## src/rtl/trial_division_prime_test_top_macros.svh

```systemverilog
// ----------------------------------------------------------------------------
// trial division prime test assertion macros
// Shared concurrent assertion forms, clocked on i_clk.
// ----------------------------------------------------------------------------
`ifndef TRIAL_DIVISION_PRIME_TEST_TOP_MACROS_SVH
`define TRIAL_DIVISION_PRIME_TEST_TOP_MACROS_SVH

// checked only while out of reset
`define TDPT_ASSERT(lbl, prop, msg) \
    lbl: assert property (@(posedge i_clk) disable iff (!i_rst_n) prop) else $error(msg);

// checked at every edge, reset included
`define TDPT_ASSERT_ALL(lbl, prop, msg) \
    lbl: assert property (@(posedge i_clk) prop) else $error(msg);

`endif

```

## src/rtl/tdpt_pkg.sv

```systemverilog
// ----------------------------------------------------------------------------
// tdpt_pkg
// Types and constants shared by the trial division prime test block.
// ----------------------------------------------------------------------------
package tdpt_pkg;

    // default width of the tested value
    localparam int VALUE_WIDTH_DEF = 32;

    // sequencer states
    typedef enum logic [1:0] {
        S_IDLE,
        S_DIV,
        S_DONE
    } t_state;

    // divider status toward the sequencer
    typedef struct packed {
        logic busy;
        logic done;
    } t_div_stat;

endpackage

```

## src/rtl/tdpt_div.sv

```systemverilog
// ----------------------------------------------------------------------------
// tdpt_div
// Restoring unsigned divider, one quotient bit per cycle.
// ----------------------------------------------------------------------------
module tdpt_div #(
    parameter int VALUE_WIDTH = tdpt_pkg::VALUE_WIDTH_DEF
) (
    input  logic                   i_clk,
    input  logic                   i_rst_n,
    input  logic                   i_start,
    input  logic [VALUE_WIDTH-1:0] i_dividend,   // below 2**(VALUE_WIDTH-1)
    input  logic [VALUE_WIDTH-1:0] i_divisor,    // nonzero
    output tdpt_pkg::t_div_stat    o_stat,
    output logic [VALUE_WIDTH-1:0] o_quotient,
    output logic [VALUE_WIDTH-1:0] o_remainder
);

    localparam int CNT_W = $clog2(VALUE_WIDTH + 1);

    logic [VALUE_WIDTH-1:0] r_rem, n_rem;
    logic [VALUE_WIDTH-1:0] r_quo, n_quo;
    logic [VALUE_WIDTH-1:0] r_den;
    logic [CNT_W-1:0]       r_cnt, n_cnt;
    logic                   r_busy, n_busy;
    logic                   r_done, n_done;
    logic [VALUE_WIDTH-1:0] w_trial;
    logic                   w_fit;

    // one restoring step: shift in next dividend bit, subtract if it fits
    assign w_trial = {r_rem[VALUE_WIDTH-2:0], r_quo[VALUE_WIDTH-1]};
    assign w_fit   = (w_trial >= r_den);

    always_comb begin
        n_rem  = r_rem;
        n_quo  = r_quo;
        n_cnt  = r_cnt;
        n_busy = r_busy;
        n_done = 1'b0;
        if (i_start) begin
            n_rem  = '0;
            n_quo  = i_dividend;
            n_cnt  = CNT_W'(VALUE_WIDTH);
            n_busy = 1'b1;
        end else if (r_busy) begin
            n_rem = w_fit ? (w_trial - r_den) : w_trial;
            n_quo = {r_quo[VALUE_WIDTH-2:0], w_fit};
            n_cnt = r_cnt - CNT_W'(1);
            if (r_cnt == CNT_W'(1)) begin
                n_busy = 1'b0;
                n_done = 1'b1;
            end
        end
    end

    // control state
    always_ff @(posedge i_clk) begin
        if (!i_rst_n) begin
            r_busy <= 1'b0;
            r_done <= 1'b0;
            r_cnt  <= '0;
        end else begin
            r_busy <= n_busy;
            r_done <= n_done;
            r_cnt  <= n_cnt;
        end
    end

    // datapath
    always_ff @(posedge i_clk) begin
        r_rem <= n_rem;
        r_quo <= n_quo;
        if (i_start) begin
            r_den <= i_divisor;
        end
    end

    assign o_stat.busy  = r_busy;
    assign o_stat.done  = r_done;
    assign o_quotient   = r_quo;
    assign o_remainder  = r_rem;

endmodule

```

## src/rtl/trial_division_prime_test_top.sv

```systemverilog
// ----------------------------------------------------------------------------
// trial_division_prime_test_top
// Trial division primality test on a shared sequential divider.
// ----------------------------------------------------------------------------
// Takes one signed value per transaction and returns 1 if it is prime, else 0.
// Negative values, zero and one give 0, two gives 1 and other even values give
// 0, each settled without any division and passed through S_DONE to the
// output register. An odd value of 3 or more is divided by 3, 5, 7, ... until
// a divisor leaves no remainder (not prime) or the divisor exceeds the
// quotient (prime). Every trial runs on one restoring divider that makes one
// quotient bit a cycle; composites stop at their smallest odd factor. The
// input is not ready while a value is under test; a result waits in an output
// register, and the next value is accepted only after the previous one has
// finished its trials and its verdict has moved into a free output register.
module trial_division_prime_test_top #(
    parameter int VALUE_WIDTH = tdpt_pkg::VALUE_WIDTH_DEF
) (
    input  logic                                  i_clk,
    input  logic                                  i_rst_n,
    input  logic                                  s_tvalid,
    output logic                                  s_tready,
    input  logic [((VALUE_WIDTH + 7) / 8) * 8 - 1:0] s_tdata,  // [VALUE_WIDTH-1:0] candidate
    output logic                                  m_tvalid,
    input  logic                                  m_tready,
    output logic [7:0]                            m_tdata   // [0] is_prime
);

    `include "trial_division_prime_test_top_macros.svh"

    tdpt_pkg::t_state       r_state, n_state;
    logic [VALUE_WIDTH-1:0] r_value, n_value;
    logic [VALUE_WIDTH-1:0] r_divisor, n_divisor;
    logic                   r_prime, n_prime;
    logic                   r_div_start, n_div_start;
    logic                   r_m_valid, n_m_valid;
    logic                   r_m_prime, n_m_prime;

    logic [VALUE_WIDTH-1:0] w_cand;
    logic                   w_accept;
    logic                   w_out_free;
    logic                   w_early;
    logic                   w_early_prime;
    logic                   w_stop_prime;
    logic                   w_stop_comp;
    tdpt_pkg::t_div_stat    w_div_stat;
    logic [VALUE_WIDTH-1:0] w_quo;
    logic [VALUE_WIDTH-1:0] w_rem;

    assign w_cand     = s_tdata[VALUE_WIDTH-1:0];
    assign s_tready   = (r_state == tdpt_pkg::S_IDLE);
    assign w_accept   = s_tvalid && s_tready;
    assign w_out_free = !r_m_valid || m_tready;

    // values settled without any division
    always_comb begin
        w_early       = 1'b1;
        w_early_prime = 1'b0;
        if (w_cand[VALUE_WIDTH-1] || (w_cand <= VALUE_WIDTH'(1))) begin
            w_early_prime = 1'b0;
        end else if (w_cand == VALUE_WIDTH'(2)) begin
            w_early_prime = 1'b1;
        end else if (!w_cand[0]) begin
            w_early_prime = 1'b0;
        end else begin
            w_early = 1'b0;
        end
    end

    // trial outcome once the divider finishes
    assign w_stop_prime = w_div_stat.done && (r_divisor > w_quo);
    assign w_stop_comp  = w_div_stat.done && !(r_divisor > w_quo) && (w_rem == '0);

    // next state
    always_comb begin
        n_state = r_state;
        case (r_state)
            tdpt_pkg::S_IDLE: begin
                if (w_accept) begin
                    n_state = w_early ? tdpt_pkg::S_DONE : tdpt_pkg::S_DIV;
                end
            end
            tdpt_pkg::S_DIV: begin
                if (w_stop_prime || w_stop_comp) begin
                    n_state = tdpt_pkg::S_DONE;
                end
            end
            tdpt_pkg::S_DONE: begin
                if (w_out_free) begin
                    n_state = tdpt_pkg::S_IDLE;
                end
            end
            default: n_state = tdpt_pkg::S_IDLE;
        endcase
    end

    // datapath and output register updates
    always_comb begin
        n_value     = r_value;
        n_divisor   = r_divisor;
        n_prime     = r_prime;
        n_div_start = 1'b0;
        n_m_valid   = r_m_valid && !m_tready;
        n_m_prime   = r_m_prime;
        case (r_state)
            tdpt_pkg::S_IDLE: begin
                if (w_accept) begin
                    n_value     = w_cand;
                    n_divisor   = VALUE_WIDTH'(3);
                    n_prime     = w_early_prime;
                    n_div_start = !w_early;
                end
            end
            tdpt_pkg::S_DIV: begin
                if (w_stop_prime) begin
                    n_prime = 1'b1;
                end else if (w_stop_comp) begin
                    n_prime = 1'b0;
                end else if (w_div_stat.done) begin
                    n_divisor   = r_divisor + VALUE_WIDTH'(2);
                    n_div_start = 1'b1;
                end
            end
            tdpt_pkg::S_DONE: begin
                if (w_out_free) begin
                    n_m_valid = 1'b1;
                    n_m_prime = r_prime;
                end
            end
            default: ;
        endcase
    end

    // control state
    always_ff @(posedge i_clk) begin
        if (!i_rst_n) begin
            r_state     <= tdpt_pkg::S_IDLE;
            r_div_start <= 1'b0;
            r_m_valid   <= 1'b0;
        end else begin
            r_state     <= n_state;
            r_div_start <= n_div_start;
            r_m_valid   <= n_m_valid;
        end
    end

    // payload
    always_ff @(posedge i_clk) begin
        r_value   <= n_value;
        r_divisor <= n_divisor;
        r_prime   <= n_prime;
        r_m_prime <= n_m_prime;
    end

    // shared divider
    tdpt_div #(
        .VALUE_WIDTH (VALUE_WIDTH)
    ) u_div (
        .i_clk       (i_clk),
        .i_rst_n     (i_rst_n),
        .i_start     (r_div_start),
        .i_dividend  (r_value),
        .i_divisor   (r_divisor),
        .o_stat      (w_div_stat),
        .o_quotient  (w_quo),
        .o_remainder (w_rem)
    );

    assign m_tvalid = r_m_valid;
    assign m_tdata  = {7'b0, r_m_prime};

    // checks
    `TDPT_ASSERT(a_div_idle_when_ready, s_tready |-> !w_div_stat.busy, "divider busy while ready")
    `TDPT_ASSERT(a_busy_after_accept, w_accept |=> !s_tready, "ready right after a transaction")
    `TDPT_ASSERT(a_done_in_div, w_div_stat.done |-> (r_state == tdpt_pkg::S_DIV), "stray done")
    `TDPT_ASSERT_ALL(a_start_no_overlap, r_div_start |-> !w_div_stat.busy, "divider restarted")

endmodule

```

## config.mk

```make
export PLATFORM = sky130hd
export DESIGN_NAME = trial_division_prime_test_top
export DESIGN_NICKNAME = d
export VERILOG_FILES = /design/src/rtl/tdpt_pkg.sv /design/src/rtl/tdpt_div.sv /design/src/rtl/trial_division_prime_test_top.sv
export VERILOG_INCLUDE_DIRS = /design/src /design/src/rtl
export SDC_FILE = /design/constraint.sdc
export NUM_CORES = 1
export LEC_CHECK = 0
export ABC_AREA = 1
export ABC_CLOCK_PERIOD_IN_PS = 8300
export BUFFER_PORTS_ARGS = -buffer_cell sky130_fd_sc_hd__buf_2
export CORE_ASPECT_RATIO = 0.5
export CORE_MARGIN = 3
export CORE_UTILIZATION = 55
export CTS_CLUSTER_DIAMETER = 50
export DETAILED_ROUTE_END_ITERATION = 6
export GPL_TIMING_DRIVEN = 1
export PLACE_DENSITY_LB_ADDON = 0.08
export SLEW_MARGIN = 10
export SYNTH_ARGS = -nofsm -noshare
export SYNTH_HDL_FRONTEND = slang
export SYNTH_HIERARCHICAL = 1
export SYNTH_SLANG_ARGS = --single-unit
```

## constraint.sdc

```tcl
create_clock -name i_clk -period 8.3 [get_ports i_clk]
set_input_delay 0 -clock i_clk [delete_from_list [all_inputs] [get_ports i_clk]]
set_output_delay 0 -clock i_clk [all_outputs]
set_load 0.01 [all_outputs]
```

==> metrics <==
total gr overflow=0; final setup TNS=0 ns; post-route ant nets=0; Leak=just over 6 nW; Layout Nets=1,687; reg2reg setup slack=between 5 and 6 ns; Hold Crit Class=input port to register; Die Wd=209 um; Buf/Inv on CP=2; fin crit period=2.75 ns; crit path capture=u_div/o_remainder[25]; Largest stage delay, worst path=0.42 ns; CP max stage cell=nand2_4; global-route wire length before repair=45,800 um; Area after DPL=11,700 um^2; setup violators final=0; worst path required time=8.63 ns; routability cong.=around 0.97; reg2reg end=u_div/o_remainder[25]; final setup skew=approximately 0.011 ns; total track usage=0.260; Max-slew headroom=0.211; Worst Reg2Reg Path Length in Cells=15; synthesis-to-layout area growth=12.0%; IO Count=46; Initial Util=0.571; number of global-route vias before repair=8,965; Max Clock Freq=approximately 0.36 GHz; layout cell share with drive strength beyond 1=0.0853; actual slew at the worst max-slew pin=1.18 ns; final hold vios=0; Max VDD drop=0.000150 V; WL per Instance=~15 um; Post-Synthesis Cell Area=11,300 um^2; Power Dens Cells=198 nW/um^2; drt total wl=around 28,000 um; cell chain of the critical path=inv_1, ha_1, fa_1, inv_1, nand3_1, nand2_4, nand2_2, nand2_4, nand2_2, nand3_2, nand2_4, nand2_4, nand3_1, nand2_1, nand2_1; number of DRC markers in iteration 0=889; Max-cap violations=0; final worst-path cycle share=0.331; status=finished, final reports clean; kind of critical path=register to register; Final Util=0.639; vias per inst=roughly 5.2; critical path startpoint=u_div/o_quotient[31]; die area=22,400 um^2; antenna violations before repair=0; Std-Cell Rows=36; Clock Latency Late Sink=~0.43 ns; CORE AREA=19,800 um^2; largest net degree at the start of global routing=36; final worst setup slack=around 5.5 ns; dpl cells=1,794; DRT Pass-1 Iters=7; Most common cell on crit path=nand2_4; CP max FO=34; TritonCTS Buffers=17; diode count=0; TritonCTS clock tree=built; clk sinks=173; Hold Slack=0.293 ns; Worst EP arrival=3.08 ns; CTS-repair resized insts=0; clk root buf=clkbuf_16; family with the most delay on the worst path=simple AND/OR/NAND/NOR gates; non-filler cells in the finished layout=1,861; final HPWL from detailed placement=21,100 um; CTS H-tree depth=4; cell count after synthesis=1,512; clock buffer depth=2; CP Depth=15; Pins Over Slew Limit=0; RSZ-0062 raised after global routing=no; Critical R2R Launch=u_div/o_quotient[31]; crit end category=register; Vias=9,687; Mean Syn Cell Area=7.47 um^2; Power, Total=2.51 mW; PortBufs=38; final instance area=12,600 um^2; Ys Warns=6; startpoint class of the critical path=register; drt drc=0; Clock Pin Slew Worst Setup and Hold Paths=0.07 ns; Setup Slack @ Placement=5.61 ns; die height=around 110 um
worst min path at each step:
stage | slack [ns] | from | to | depth (start not counted)
6_report | 0.29 | s_tdata[5] | r_value[5] | 2
3_3_place_gp | 0.19 | s_tdata[2] | r_value[2] | 1
2_1_floorplan | 0.1 | s_tdata[0] | r_value[0] | 0
4_1_cts | 0.27 | s_tdata[6] | r_value[6] | 2
3_5_place_dp | 0.19 | s_tdata[2] | r_value[2] | 1
5_1_grt | 0.28 | s_tdata[5] | r_value[5] | 2
worst register-to-register path: cells and delay by family (launching register included):
family | cells | cell delay [ns]
flip-flops | 1 | 0.35
buffers and inverters | 2 | 0.16
AND/OR/NAND/NOR | 11 | 1.49
adder cells (fa/ha/maj) | 2 | 0.63
what timing repair did:
action | 4_1_cts | 5_1_grt
hold buffers | 37 | 0
setup buffers | 0 | 0
endpoints found under the hold margin | 41 | 0
flip-flops by register name (all words and copies together) (netlist names):
register and flops:
u_div/o_quotient 32, u_div/r_cnt 6, u_div/o_remainder 32, u_div/r_den 32, r_div_start 1, r_value 32, u_div/r_busy 1, u_div/r_done 1
m_tvalid 1, r_m_prime 1, r_state 2, r_prime 1, r_divisor 31
power breakdown:
group	switching [mW]	internal, mW	leakage [nW]	total (mW)
sequential	0.0657	1.00	1.58	1.07
combinational	0.396	0.220	4.34	0.616
clock	0.348	0.473	0.291	0.821
layout make-up:
type,instances,area (um^2)
clock inverter,13,163
timing repair buffer,82,613
inverter,279,1050
fill,1695,7130
multi-input combinational,1031,5300
sequential,173,4760
clock buffer,17,425
tap,266,333
routing by layer:
metal  part of all wire  routed length (um)  vias to the layer above  global-route usage
li1                   -                   -                     4914                   -
met1               0.48               13600                     4389               0.382
met2               0.42               11700                      354               0.391
met3              0.089                2510                       30              0.0670
met4              0.010                 291                        0              0.0520
met5                  0                   0                        -                   0
layout by cell type, fill, tap and decap left out, types with 17 or more instances in the layout:
cell type      instances
nand3b_1              19
clkbuf_16             17
nand3_1               85
edfxtp_1             129
nor3_1                20
dlygate4sd3_1         37
nand2_1              535
a21oi_1               49
buf_2                 38
inv_1                262
ha_1                  66
nor2_1                95
nand4_1               22
dfxtp_1               43
nor4_1                17
Power figures use the tool's default switching activity.
